==> config.mk <==
export PLATFORM = sky130hd
export DESIGN_NAME = columnar_transposition_cipher
export DESIGN_NICKNAME = d
export VERILOG_FILES = /design/src/design/ctc_pkg.sv /design/src/design/ctc_datapath.sv /design/src/design/ctc_ctrl.sv /design/src/design/columnar_transposition_cipher.sv
export SDC_FILE = /design/constraint.sdc
export NUM_CORES = 1
export LEC_CHECK = 0
export BUFFER_PORTS_ARGS = -buffer_cell sky130_fd_sc_hd__buf_4
export CAP_MARGIN = 5
export CELL_PAD_IN_SITES_DETAIL_PLACEMENT = 1
export CELL_PAD_IN_SITES_GLOBAL_PLACEMENT = 1
export CORE_ASPECT_RATIO = 1.2
export CORE_MARGIN = 5
export CORE_UTILIZATION = 42
export DETAILED_ROUTE_END_ITERATION = 12
export GPL_TIMING_DRIVEN = 1
export PLACE_DENSITY = 0.67
export SETUP_SLACK_MARGIN = 0.1
export SLEW_MARGIN = 20
export SYNTH_ARGS = -nofsm -noshare
export SYNTH_HDL_FRONTEND = slang
export SYNTH_SLANG_ARGS = --single-unit
==> constraint.sdc <==
create_clock -name clk -period 6.3 [get_ports clk]
set_input_delay 0 -clock clk [delete_from_list [all_inputs] [get_ports clk]]
set_output_delay 0 -clock clk [all_outputs]
set_load 0.02 [all_outputs]
==> src/design/ctc_pkg.sv <==
package ctc_pkg;

    localparam int DEF_CAPACITY = 32;
    localparam int MAX_RESULTS  = 48;
    localparam int KEY_MAX      = 16;
    localparam int SYM_W        = 16;
    localparam int KEY_W        = 5;
    localparam int IDX_W        = $clog2(MAX_RESULTS);
    localparam int ACC_W        = IDX_W + 1;

    localparam logic [SYM_W-1:0] PAD_SYMBOL   = 16'h0020;
    localparam logic [SYM_W-1:0] CASE_OFFSET  = 16'h0020;
    localparam logic [SYM_W-1:0] UPPER_FIRST  = 16'h0041;
    localparam logic [SYM_W-1:0] UPPER_LAST   = 16'h005A;
    localparam logic [SYM_W-1:0] LOWER_FIRST  = 16'h0061;
    localparam logic [SYM_W-1:0] LOWER_LAST   = 16'h007A;

    typedef enum logic [2:0] {
        ST_OK           = 3'd0,
        ST_BAD_KEY      = 3'd1,
        ST_KEY_LONG     = 3'd2,
        ST_EMPTY        = 3'd3,
        ST_OVERFLOW     = 3'd4,
        ST_NOT_MULTIPLE = 3'd5
    } status_t;

    typedef enum logic [1:0] {
        S_IDLE,
        S_CHECK,
        S_DIVIDE,
        S_EMIT
    } state_t;

    typedef enum logic {
        CFG_KEY_COLUMNS = 1'b0,
        CFG_DECODE_MODE = 1'b1
    } cfg_idx_t;

    typedef struct packed {
        logic    load;
        logic    clear;
        logic    div_init;
        logic    div_step;
        logic    emit_init;
        logic    issue;
        logic    err_load;
        status_t err_code;
    } cmd_t;

    typedef struct packed {
        status_t chk_err;
        logic    div_done;
        status_t div_err;
        logic    issue_last;
    } sts_t;

endpackage

==> src/design/ctc_datapath.sv <==
module ctc_datapath
    import ctc_pkg::*;
#(
    parameter int CAPACITY = DEF_CAPACITY
)
(
    input  logic             clk,
    input  logic             rst_n,
    input  logic [SYM_W-1:0] symbol,
    input  logic             cfg_valid,
    input  logic             cfg_index,
    input  logic [KEY_W-1:0] cfg_data,
    input  cmd_t             cmd,
    output sts_t             sts,
    output logic             strobe,
    output logic [SYM_W-1:0] out_symbol,
    output logic             last_out,
    output logic [2:0]       status
);

    localparam int AW = $clog2(CAPACITY);
    localparam int CW = $clog2(CAPACITY + 1);

    logic [SYM_W-1:0] mem [CAPACITY];

    logic [KEY_W-1:0] key_reg;
    logic             mode_reg;
    logic [CW-1:0]    n_reg, n_next;
    logic             ovf_reg, ovf_next;
    logic [ACC_W-1:0] acc_reg, acc_next;
    logic [CW-1:0]    h_reg, h_next;
    logic [IDX_W-1:0] i_reg, i_next;
    logic [IDX_W-1:0] o_reg, o_next;
    logic [IDX_W-1:0] idx_reg, idx_next;
    logic             emit_vld_reg;
    logic             pad_reg;
    logic             lastf_reg;
    logic             err_vld_reg;
    status_t          err_code_reg;
    logic [SYM_W-1:0] rdata_reg;

    logic             is_upper;
    logic             is_lower;
    logic             keep;
    logic             full;
    logic             do_write;
    logic [SYM_W-1:0] sym_f;
    logic [ACC_W-1:0] n_ext;
    logic [ACC_W-1:0] k_ext;
    logic [IDX_W-1:0] k_idx;
    logic [IDX_W-1:0] h_idx;
    logic [IDX_W-1:0] inner_lim;
    logic [IDX_W-1:0] outer_lim;
    logic [IDX_W-1:0] step;
    logic             inner_end;
    logic             pad;
    status_t          chk_err;
    status_t          div_err;
    logic             div_done;
    logic             issue_last;

    assign is_upper = (symbol >= UPPER_FIRST) && (symbol <= UPPER_LAST);
    assign is_lower = (symbol >= LOWER_FIRST) && (symbol <= LOWER_LAST);
    assign keep     = mode_reg || is_upper || is_lower;
    assign sym_f    = (!mode_reg && is_lower) ? (symbol - CASE_OFFSET) : symbol;
    assign full     = (n_reg >= CW'(CAPACITY));
    assign do_write = cmd.load && keep && !full;

    assign n_ext = ACC_W'(n_reg);
    assign k_ext = ACC_W'(key_reg);
    assign k_idx = IDX_W'(key_reg);
    assign h_idx = IDX_W'(h_reg);

    always_comb
    begin
        if (ovf_reg)
        begin
            chk_err = ST_OVERFLOW;
        end
        else if (n_reg == '0)
        begin
            chk_err = ST_EMPTY;
        end
        else if ((key_reg == '0) || (key_reg > KEY_W'(KEY_MAX)))
        begin
            chk_err = ST_BAD_KEY;
        end
        else if (k_ext > (n_ext >> 1))
        begin
            chk_err = ST_KEY_LONG;
        end
        else
        begin
            chk_err = ST_OK;
        end
    end

    assign div_done = (acc_reg >= n_ext);

    always_comb
    begin
        if (mode_reg)
        begin
            div_err = (acc_reg != n_ext) ? ST_NOT_MULTIPLE : ST_OK;
        end
        else
        begin
            div_err = (acc_reg > ACC_W'(MAX_RESULTS)) ? ST_OVERFLOW : ST_OK;
        end
    end

    assign inner_lim = mode_reg ? k_idx : h_idx;
    assign outer_lim = mode_reg ? h_idx : k_idx;
    assign step      = mode_reg ? h_idx : k_idx;
    assign inner_end = (i_reg == inner_lim - 1'b1);
    assign pad       = (idx_reg >= IDX_W'(n_reg));

    assign issue_last = inner_end && (o_reg == outer_lim - 1'b1);

    assign sts = '{chk_err: chk_err, div_done: div_done, div_err: div_err,
                   issue_last: issue_last};

    always_comb
    begin
        n_next   = n_reg;
        ovf_next = ovf_reg;
        if (cmd.clear)
        begin
            n_next   = '0;
            ovf_next = 1'b0;
        end
        else if (cmd.load && keep)
        begin
            if (full)
            begin
                ovf_next = 1'b1;
            end
            else
            begin
                n_next = n_reg + 1'b1;
            end
        end
    end

    always_comb
    begin
        acc_next = acc_reg;
        h_next   = h_reg;
        if (cmd.div_init)
        begin
            acc_next = '0;
            h_next   = '0;
        end
        else if (cmd.div_step)
        begin
            acc_next = acc_reg + k_ext;
            h_next   = h_reg + 1'b1;
        end
    end

    always_comb
    begin
        i_next   = i_reg;
        o_next   = o_reg;
        idx_next = idx_reg;
        if (cmd.emit_init)
        begin
            i_next   = '0;
            o_next   = '0;
            idx_next = '0;
        end
        else if (cmd.issue)
        begin
            if (inner_end)
            begin
                i_next   = '0;
                o_next   = o_reg + 1'b1;
                idx_next = o_reg + 1'b1;
            end
            else
            begin
                i_next   = i_reg + 1'b1;
                idx_next = idx_reg + step;
            end
        end
    end

    always_ff @(posedge clk or negedge rst_n)
    begin
        if (!rst_n)
        begin
            key_reg      <= KEY_W'(1);
            mode_reg     <= 1'b0;
            n_reg        <= '0;
            ovf_reg      <= 1'b0;
            emit_vld_reg <= 1'b0;
            err_vld_reg  <= 1'b0;
        end
        else
        begin
            if (cfg_valid)
            begin
                unique case (cfg_idx_t'(cfg_index))
                    CFG_KEY_COLUMNS: key_reg  <= cfg_data;
                    CFG_DECODE_MODE: mode_reg <= cfg_data[0];
                    default:         key_reg  <= key_reg;
                endcase
            end
            n_reg        <= n_next;
            ovf_reg      <= ovf_next;
            emit_vld_reg <= cmd.issue;
            err_vld_reg  <= cmd.err_load;
        end
    end

    always_ff @(posedge clk)
    begin
        acc_reg <= acc_next;
        h_reg   <= h_next;
        i_reg   <= i_next;
        o_reg   <= o_next;
        idx_reg <= idx_next;
        if (cmd.issue)
        begin
            pad_reg   <= pad;
            lastf_reg <= issue_last;
        end
        if (cmd.err_load)
        begin
            err_code_reg <= cmd.err_code;
        end
    end

    always_ff @(posedge clk)
    begin
        if (do_write)
        begin
            mem[n_reg[AW-1:0]] <= sym_f;
        end
        if (cmd.issue && !pad)
        begin
            rdata_reg <= mem[idx_reg[AW-1:0]];
        end
    end

    always_comb
    begin
        strobe = emit_vld_reg || err_vld_reg;
        if (err_vld_reg)
        begin
            out_symbol = '0;
            last_out   = 1'b1;
            status     = err_code_reg;
        end
        else
        begin
            out_symbol = pad_reg ? PAD_SYMBOL : rdata_reg;
            last_out   = lastf_reg && emit_vld_reg;
            status     = ST_OK;
        end
    end

endmodule

==> src/design/ctc_ctrl.sv <==
module ctc_ctrl
    import ctc_pkg::*;
(
    input  logic clk,
    input  logic rst_n,
    input  logic start,
    input  logic last_in,
    input  sts_t sts,
    output cmd_t cmd,
    output logic busy
);

    state_t state_reg, state_next;

    always_comb
    begin
        state_next = state_reg;
        unique case (state_reg)
            S_IDLE:
            begin
                if (start && last_in)
                begin
                    state_next = S_CHECK;
                end
            end
            S_CHECK:
            begin
                state_next = (sts.chk_err != ST_OK) ? S_IDLE : S_DIVIDE;
            end
            S_DIVIDE:
            begin
                if (sts.div_done)
                begin
                    state_next = (sts.div_err != ST_OK) ? S_IDLE : S_EMIT;
                end
            end
            S_EMIT:
            begin
                if (sts.issue_last)
                begin
                    state_next = S_IDLE;
                end
            end
            default:
            begin
                state_next = S_IDLE;
            end
        endcase
    end

    always_comb
    begin
        cmd  = '0;
        busy = 1'b1;
        unique case (state_reg)
            S_IDLE:
            begin
                busy     = 1'b0;
                cmd.load = start;
            end
            S_CHECK:
            begin
                if (sts.chk_err != ST_OK)
                begin
                    cmd.err_load = 1'b1;
                    cmd.err_code = sts.chk_err;
                    cmd.clear    = 1'b1;
                end
                else
                begin
                    cmd.div_init = 1'b1;
                end
            end
            S_DIVIDE:
            begin
                if (!sts.div_done)
                begin
                    cmd.div_step = 1'b1;
                end
                else if (sts.div_err != ST_OK)
                begin
                    cmd.err_load = 1'b1;
                    cmd.err_code = sts.div_err;
                    cmd.clear    = 1'b1;
                end
                else
                begin
                    cmd.emit_init = 1'b1;
                end
            end
            S_EMIT:
            begin
                cmd.issue = 1'b1;
                cmd.clear = sts.issue_last;
            end
            default:
            begin
                busy = 1'b1;
            end
        endcase
    end

    always_ff @(posedge clk or negedge rst_n)
    begin
        if (!rst_n)
        begin
            state_reg <= S_IDLE;
        end
        else
        begin
            state_reg <= state_next;
        end
    end

endmodule

==> src/design/columnar_transposition_cipher.sv <==
// Symbols are taken one per cycle while busy is low; the transaction carrying last_in starts
// the transposition. Busy then stays high through a check step, a divide step in which the
// grid height ceil(length / key_columns) is found by repeated addition of the key, and an
// emit step that reads one grid symbol at a time, as the text memory has a single read port.
// Results leave at one per cycle, each for exactly one cycle under strobe, and the receiver
// cannot stall them: it must take every strobed result as it comes. An error gives a single
// result with last_out set and a nonzero status. The next message may start as soon as busy
// falls, while the final result is still on the ports. The configuration port is always ready
// and is to be written only while busy is low and no results are outstanding.
module columnar_transposition_cipher
    import ctc_pkg::*;
#(
    parameter int CAPACITY = DEF_CAPACITY
)
(
    input  logic             clk,
    input  logic             rst_n,
    input  logic             start,
    output logic             busy,
    input  logic [SYM_W-1:0] symbol,
    input  logic             last_in,
    output logic             strobe,
    output logic [SYM_W-1:0] out_symbol,
    output logic             last_out,
    output logic [2:0]       status,
    input  logic             cfg_valid,
    output logic             cfg_ready,
    input  logic             cfg_index,
    input  logic [KEY_W-1:0] cfg_data
);

    cmd_t cmd;
    sts_t sts;

    assign cfg_ready = 1'b1;

    ctc_ctrl u_ctrl
    (
        .clk     (clk),
        .rst_n   (rst_n),
        .start   (start),
        .last_in (last_in),
        .sts     (sts),
        .cmd     (cmd),
        .busy    (busy)
    );

    ctc_datapath
    #(
        .CAPACITY (CAPACITY)
    )
    u_datapath
    (
        .clk        (clk),
        .rst_n      (rst_n),
        .symbol     (symbol),
        .cfg_valid  (cfg_valid),
        .cfg_index  (cfg_index),
        .cfg_data   (cfg_data),
        .cmd        (cmd),
        .sts        (sts),
        .strobe     (strobe),
        .out_symbol (out_symbol),
        .last_out   (last_out),
        .status     (status)
    );

endmodule

Yosys cells after proc, flatten, opt, wreduce, memory -nomap -nowiden
Memories as Yosys holds them, arrays and structs flattened. A register that Yosys moved wholly into a read port is not among the register bits. Index checks and enable logic that the tools add are counted.

Register bits: 53. Bits in latches: 0. Bits in writable memories: 512. Bits in read-only memories: 0. Bits of input ports: 27. Output and inout bits: 23. Word-level logic and storage cells: 122. Memories: 1.

Memories: u_datapath.mem (depth 32, width 16, read ports 1, clocked after Yosys merged registers in 1, wr ports 1, RTL line ctc_datapath.sv:24) `logic [SYM_W-1:0] mem [CAPACITY];`.

Add/subtract/negate cells: 9. Multiply operators: 0. Div/mod/pow operators: 0. $lt $le $gt $ge: 10. Equal/unequal tests: 10. Shift operators: 0. Muxes and demuxes: 47. Bitwise logic cells: 1. Reduce and logical (&&, ||, !) cells: 29.

Operator list (count): 2-to-1 mux 16 bit (3); 2-to-1 mux 6 bit (7); >= comparator 16 x 7 -> 1 bit, second input constant (2); <= comparator 16 x 7 -> 1 bit, second input constant (2); adder 6 x 1 -> 6 bit, second input constant (4); 2-to-1 mux 3 bit (7); 2-to-1 mux 1 bit (17); subtractor 16 x 6 -> 16 bit, second input constant (1); 2-to-1 mux 2 bit (7); == test 6 bit (2); 2-to-1 mux 4 bit (3); subtractor 6 x 1 -> 6 bit, second input constant (2); AND reduction 2 bit (5); logical AND 1 bit (9); one-hot mux 2 bit (4 select lines) (1); one-hot mux 4 bit (2 select lines) (1); adder 7 x 5 -> 7 bit (1); >= comparator 7 x 6 -> 1 bit (1); greater-than comparator 7 x 6 -> 1 bit, second input constant (1); inequality test 7 x 6 -> 1 bit (1); adder 6 bit (1); >= comparator 6 bit (1); >= comparator 6 bit, second input constant (1); zero test 6 bit (1); 15 further kinds (25).

Logic depth before layout (Yosys ltp)
Gate-level depths: netlist (run 1).

Depth after elaboration: 10. Depth in mapped cells: 14. Mapped depth without buffers: 11.

Hierarchy
Synthesis (run 1) repeated with hierarchy kept, for this count alone.

Cell total of the unflattened synthesis: 1295. Area total of the unflattened synthesis: 24345.8 µm².

Modules (own cells, without submodules): ctc_datapath (times used 1, cells each 1258, area an instance 24018.0 µm², sequential area each 17002.6 µm²); ctc_ctrl (times used 1, cells each 35, area an instance 316.6 µm², sequential area each 50.0 µm²); columnar_transposition_cipher (times used 1, cells each 2, area an instance 11.3 µm², sequential area each 0.0 µm²).

Worst setup path after synthesis (run 1)
No wires, ideal clock.

Path kind: register to register. Start: register u_datapath.idx_reg[0]. End: register u_datapath.rdata_reg[0], read port of u_datapath.mem, enable pin. Setup time: 0.388 ns. Data arrival time: 2.969 ns. Data required time: 5.912 ns. Slack: 2.942 ns. Cell stages (with the launch flop): 13. Path buffers: 3. Clock period less this slack: 3.358 ns. Cell sequence: dfxtp_1 clkbuf_1 clkbuf_1 buf_2 inv_1 ha_1 nand2b_1 a21o_1 a21o_1 a21o_1 a21o_1 a21o_1 nor2_1.

Word-level cells in the longest chain between the ends: 3.

RTL lines: start: declaration (RTL line ctc_datapath.sv:34) `logic [IDX_W-1:0] idx_reg, idx_next;`; start signal: assignment (RTL line ctc_datapath.sv:222) `idx_reg <= idx_next;`; >= comparator 6 bit (RTL line ctc_datapath.sv:116) `assign pad = (idx_reg >= IDX_W'(n_reg));`; net u_datapath.pad (RTL line ctc_datapath.sv:56) `logic pad;`; zero test 1 bit (RTL line ctc_datapath.sv:240) `if (cmd.issue && !pad)`; logical AND 1 bit (RTL line ctc_datapath.sv:240); end: declaration (RTL line ctc_datapath.sv:40) `logic [SYM_W-1:0] rdata_reg;`.

The timed path passes the listed nets, and every way through them passes these cells. A chain may end at the register's enable or synchronous reset.

Worst setup path in the final report (run 1)
Start: register u_ctrl.state_reg[0]. End: memory u_datapath.mem[19][3], enable pin.

Word-level cells in the longest chain between the ends: 6.

RTL lines: start: declaration (RTL line ctc_ctrl.sv:13) `state_t state_reg, state_next;`; start signal: assignment (RTL line ctc_ctrl.sv:111) `state_reg <= state_next;`; zero test 2 bit (RTL line ctc_ctrl.sv:55) `unique case (state_reg)`; 2-to-1 mux 1 bit (RTL line ctc_ctrl.sv:55); logical AND 1 bit (2 in series) (RTL line ctc_datapath.sv:67) `assign do_write = cmd.load && keep && !full;`; 2-to-1 mux 1 bit (RTL line ctc_datapath.sv:236) `if (do_write)`; 2-to-1 mux 1 bit (not written as such) (RTL line ctc_datapath.sv:238) `mem[n_reg[AW-1:0]] <= sym_f;`; end: declaration (RTL line ctc_datapath.sv:24).

Every way passes these cells.

==> results of run 1 <==
[critical path: cells and delay by family, from the launching register on]
kind | cells | cell delay (ns)
fa+ha+maj | 1 | 0.24
flops | 1 | 0.40
buf+inv | 1 | 0.14
simple gates | 4 | 2.06
compound gates | 1 | 0.31
[placed cells by master (no fill, tap or decap), drive strengths merged, types with 21 or more instances in the layout]
cell type and count:
buf 59, inv 37, a21oi 28, xnor2 26, and2 21, nor2 71
dlygate4sd3 28, edfxtp 533, clkbuf 67, dfxtp 31, mux4 160, nand2 35
ha 43
[cell families after synthesis]
| group | count (synthesis) | synth area share [%] |
|---|---|---|
| buf+inv | 94 | 1.70 |
| flops | 581 | 70.5 |
| compound gates | 101 | 2.90 |
| simple gates | 209 | 4.43 |
| fa+ha+maj | 45 | 2.39 |
| xor+xnor | 38 | 1.41 |
| other cells | 1 | 0.0155 |
| mux | 200 | 16.7 |
[area by class of cell]
class                      count  area (um2)
timing repair buffer          87         748
multi-input combinational    594        6900
clock inverter                39         586
tap                          735         920
fill                        5191       29300
clock buffer                  67        1480
inverter                      36         138
sequential                   581       17100
[metal layers]
layer	track usage, %	part of all wire, %	vias to the layer above
met2	33.5	49	431
met1	27.5	42	6661
met5	0	0	-
li1	-	-	5294
met3	3.65	6.2	77
met4	4.69	2.3	0
[worst min path at each step]
stage,to,slack [ns],depth (start not counted)
after detailed placement,u_datapath.key_reg[1],-0.11,1
after global routing,u_ctrl.state_reg[0],0.08,5
after global placement,u_datapath.key_reg[3],-0.11,1
final,u_ctrl.state_reg[1],0.09,5
after CTS,u_ctrl.state_reg[1],0.05,5
after floorplan,u_ctrl.state_reg[0],-0.30,0
[stage by stage]
| stage | instance area (um2) | instances | util [%] | worst slack, ns |
|---|---|---|---|---|
| after global routing | 27800 | 2139 | 48.7 | 2.52 |
| final | 27800 | 2139 | 48.7 | 2.75 |
| after global placement | 25400 | 2004 | 44.4 | 2.19 |
| after floorplan | 24200 | 1269 | - | 2.94 |
| after CTS | 27800 | 2138 | 48.7 | 2.67 |
| after detailed placement | 25500 | 2004 | 44.5 | 2.69 |
[where the power goes]
part	total (mW)	internal (mW)	switching, mW
clock	3.72	2.19	1.52
combinational	3.21	1.57	1.64
sequential	4.67	4.39	0.282
total	11.6	8.15	3.44
[repair_timing]
| action | 4_1_cts | 5_1_grt |
|---|---|---|
| hold buffers | 28 | 0 |
| setup endpoints to repair | 0 | 0 |
| endpoints found under the hold margin | 300 | 0 |
| buffers inserted | 0 | 0 |
==> metrics.cfg, run 1 <==
[drt]
dr.pass1.iters = 5
wire_per_inst_um = 29.0
drt_iter0_markers = 1171
routed_wl_um = 62100
vias = 12463
viasPerCell = 5.83
drc = 0
ant_nets = 0

[sta]
tightest_slew_ns = 1.14
period_share_pct = 56.3
report.final.hold_viol_count = 0
max_slew_margin_pct = 23.9
whs_ns = 0.0876
final_max_slew_viol_count = 0
tns_ns = 0
finalCriticalPeriod_ns = 3.55
fin_skew_ns = 0.0278
max_freq_mhz = 282
rsz0062_at_grt = false
final-setup-viol-count = 0

[setup_path]
crit_chain = inv_1, ha_1, nand2_1, or3_1, o32ai_2, nand2_1, nor2_2
critical-path-max-stage-delay_ns = 1.02
worstSetupEndpoint = u_datapath.mem[19][3]
r2r_cells = 7
critPathKind = flip-flop to flip-flop
timing.critical_path.to_type = flip-flop
r2r_start = u_ctrl.state_reg[0]
reg2reg_slack_ns = 2.75
reg2reg_to = u_datapath.mem[19][3]
crit_top_cell = nand2_1
cp_slowest_cell = nor2_2
critPathMaxFanout = 16
required_ns = 6.54
startpoint = u_ctrl.state_reg[0]
crit_arrival_ns = 3.79
critPathLaunchType = flip-flop

[yosys]
async_flop_share_pct = 2.93
synth_warnings = 0
synth_edf_count = 533
synth_top_area_share_pct = 66.1
synth.area.top_cells = edfxtp_1 66%, mux4_2 15%, dfxtp_1 2.6%, ha_1 2.2%, dfrtp_1 1.7%
synth_cell_types = 69
ys_ff_latch = 581
ys_seq_area_share_pct = 70.5
synth_common_cells = 533 x edfxtp_1, 160 x mux4_2, 70 x nor2_1
yosys.area.top_type = edfxtp_1
syn_inst = 1269
synthesis.nets = 1341
synth_ff_type = edfxtp_1
synth_area_um2 = 24200
syn_avg_cell_area_um2 = 19.1
yosysMostFrequentCell = edfxtp_1

[power_and_ir_drop]
p_total_mw = 11.6
p_leak_nw = 9.16
vdd_drop_max_mv = 0.210
power.density_nw_per_um2 = 416

[clock_network]
cts_tree = yes
cts_resized = 0
clk_path_buf_depth = 3
clk_latency_ns = 0.63
clockRootBuffer = clkbuf_16
cts.sinks = 581
numCtsBuffers = 56
cts.htree.levels = 2
clk_pin_slew_ns = 0.06

[floorplan]
core_area_um2 = 57200
core.rowCount = 96
die_h_um = 273
ios = 50
initial_core_util_pct = 42.3
chipWidth_um = 229
die_area_um2 = 62500

[place]
dp_hpwl_um = 38500
place.gp.congestion = 0.797
port_buffers = 48

[grt]
grt_pass1_wl_um = 92100
track_usage_pct = 20.0
antenna_found_initial = 1
first_global_vias = 13244
overflow = 0
grt_max_degree = 86

[job]
max-cap-violations = 0

[min_path]
hp-start = last_in
min_path_type = primary input to flip-flop

[cells_and_area]
nNetsFinal = 1428
drive_above_1_share_pct = 28.3
syn_to_final_growth_pct = 15.1
largest_register_ff_count = 512
antenna_cells = 0

[status]
status = completed

(Power assumes the default switching activity.)
==> run 2, diff against run 1 <==
ABC_AREA = 1   (was not set)
PLACE_DENSITY = 0.74   (was 0.67)
clock period = 3.25 ns   (was 6.3 ns; I/O delays follow)
==> run 2 against run 1 <==
Compared with the run above:
- non-clock buffer count rose by 78
- combinational power rose by 130%
- via count rose by 43%
- synthesized cell count rose by 65%
==> metrics.cfg, run 2 <==
[status]
status = completed

[drt]
dr_wl_met3_um = 5490
vias = 17786
drt_iter0_markers = 1573
met2WireLength_um = 38600
ant_nets = 0
routed_wl_um = 77700
routed.top_layer = met5
viasPerCell = 5.86
dr.pass1.iters = 6
wire_per_inst_um = 25.6
drc = 0
met1Wirelength_um = 28600

[floorplan]
chipWidth_um = 231
die_h_um = 276
core_area_um2 = 58400
initial_core_util_pct = 42.3
core.rowCount = 97
ios = 50
die_area_um2 = 63800

[cells_and_area]
final_cell_area_um2 = 28500
layout_common_cells = 533 x edfxtp_1, 383 x nor2_1, 295 x o21ai_0
syn_to_final_growth_pct = 15.3
largest_register_ff_count = 512
fill_cells = 6080
seqCellArea_um2 = 17100
multi_input_area_um2 = 6810
final_common_cell = edfxtp_1
nNetsFinal = 2265
antenna_cells = 0
drive_above_1_share_pct = 11.7

[sta]
max_slew_margin_pct = 38.3
final-setup-viol-count = 0
tns_ns = 0
max_freq_mhz = 367
tightest_slew_ns = 0.925
fin_skew_ns = 0.0157
rsz0062_at_grt = false
final_max_slew_viol_count = 0
finalCriticalPeriod_ns = 2.72
report.final.hold_viol_count = 0
period_share_pct = 83.7

[job]
max-cap-violations = 0

[yosys]
synth_area_um2 = 24700
ys_seq_area_share_pct = 69.1
syn_avg_cell_area_um2 = 11.8
syn_inst = 2090
synth_top_area_share_pct = 64.8
synth_edf_count = 533
synth_cell_types = 47
synth.area.top_cells = edfxtp_1 65%, nor2_1 6.1%, o21ai_0 6.0%, o221ai_1 3.3%, nand2_1 2.8%
synth_ff_type = edfxtp_1
synth_common_cells = 533 x edfxtp_1, 400 x nor2_1, 295 x o21ai_0
synth_warnings = 0
yosysMostFrequentCell = edfxtp_1
ys_ff_latch = 581
async_flop_share_pct = 2.93
yosys.area.top_type = edfxtp_1
synthesis.nets = 2162

[clock_network]
cts_resized = 0
clk_path_buf_depth = 3
cts_tree = yes
cts.htree.levels = 2
clk_latency_ns = 0.62
cts.sinks = 581
numCtsBuffers = 58
cts_setup_buffers = 0
clk_pin_slew_ns = 0.06
clockRootBuffer = clkbuf_16

[setup_path]
crit_arrival_ns = 3.21
critical-path-max-stage-delay_ns = 0.46
timing.critical_path.to_type = flip-flop
r2r_start = u_datapath.n_reg[2]
crit_chain = inv_1, ha_1, a21oi_1, o21ai_0, nand2_1, nand3_1, nor2_1, buf_4, o21ai_0, o21ai_0, a21oi_1
startpoint = u_datapath.n_reg[2]
crit_top_cell = o21ai_0
critPathMaxFanout = 10
critPathKind = flip-flop to flip-flop
required_ns = 3.74
cp_slowest_cell = dfrtp_1
critPathLaunchType = flip-flop

[place]
port_buffers = 48
place.gp.congestion = 0.838
place_area_um2 = 26300
dp_hpwl_um = 49500

[grt]
track_usage_pct = 24.0
grt_pass1_wl_um = 116000
overflow = 0
grt_max_degree = 100
first_global_vias = 18892
antenna_found_initial = 4

[power_and_ir_drop]
vdd_drop_max_mv = 0.577
p_leak_nw = 10.0
power.density_nw_per_um2 = 796

[min_path]
hp-start = symbol[9]
min_path_type = primary input to flip-flop

run 2: cell families after synthesis:
kind of cell	after synthesis	synth area share [%]
other	1	0.0152
DFF	581	69.1
AOI/OAI and AO/OA	518	12.6
adders and majority gates	45	2.34
buffers and inverters	221	3.55
muxes	1	0.0456
xor gates and xnor gates	22	0.780
and+or+nand+nor	701	11.6
run 2: layer usage:
metal / GRT usage, % / up-vias
met2: 41.7 / 694
met3: 4.77 / 204
met4: 13.1 / 6
met5: 0 / -
li1: - / 7824
met1: 27.9 / 9058
run 2: critical path, delay by kind of cell (launching register included):
family | cells | cell delay, ns
flip-flops | 1 | 0.46
AO/OA/AOI/OAI | 5 | 0.63
AND/OR/NAND/NOR | 3 | 0.66
adder cells (fa/ha/maj) | 1 | 0.32
buffers and inverters | 2 | 0.53
run 2: layout make-up:
type / count / area share [%]
inverter: 99 / 1.34
tap: 792 / 3.48
timing repair buffer: 165 / 4.92
clock inverter: 34 / 0.888
sequential: 581 / 59.9
multi-input combinational: 1288 / 23.9
clock buffer: 75 / 5.50
run 2: what timing repair did:
| item | CTS | global route |
|---|---|---|
| endpoints found under the hold margin | 236 | 0 |
| endpoints found under the setup margin | 0 | 0 |
| hold buffers | 30 | 0 |
run 2: final timing paths:
| check | end | slack [ns] | depth (start not counted) |
|---|---|---|---|
| hold reg to reg | u_datapath.h_idx[5] | 0.52 | 2 |
| setup / recovery | u_datapath.acc_reg[5] | 0.53 | 11 |
| setup reg to reg | u_datapath.acc_reg[5] | 0.53 | 11 |
| max in group asynchronous | u_datapath.err_vld_reg | 1.58 | 4 |
| hold / removal | u_datapath.mem[25][9] | 0.06 | 4 |
| min in group asynchronous | u_datapath.key_reg[0] | 0.42 | 3 |
run 2: per-stage QoR:
| stage | util, % | instances | hold slack, ns | power, mW | setup WS, ns |
|---|---|---|---|---|---|
| 2_1_floorplan | - | 2090 | -0.296 | 13.2 | 0.227 |
| 3_3_place_gp | 45.1 | 2895 | -0.122 | 15.8 | 0.621 |
| 3_5_place_dp | 45.1 | 2895 | -0.116 | 16.1 | 0.526 |
| 4_1_cts | 48.8 | 3034 | 0.0502 | 22.7 | 0.519 |
| 5_1_grt | 48.8 | 3034 | 0.0809 | 23.7 | 0.279 |
| 6_report | 48.8 | 3034 | 0.0621 | 22.7 | 0.528 |
run 2: report_power, final:
part / internal (mW) / leakage (nW) / switching (mW)
Sequential: 8.53 / 5.27 / 0.332
Clock: 3.64 / 0.900 / 2.88
Combinational: 2.18 / 3.84 / 5.10
Total: 14.4 / 10.0 / 8.31
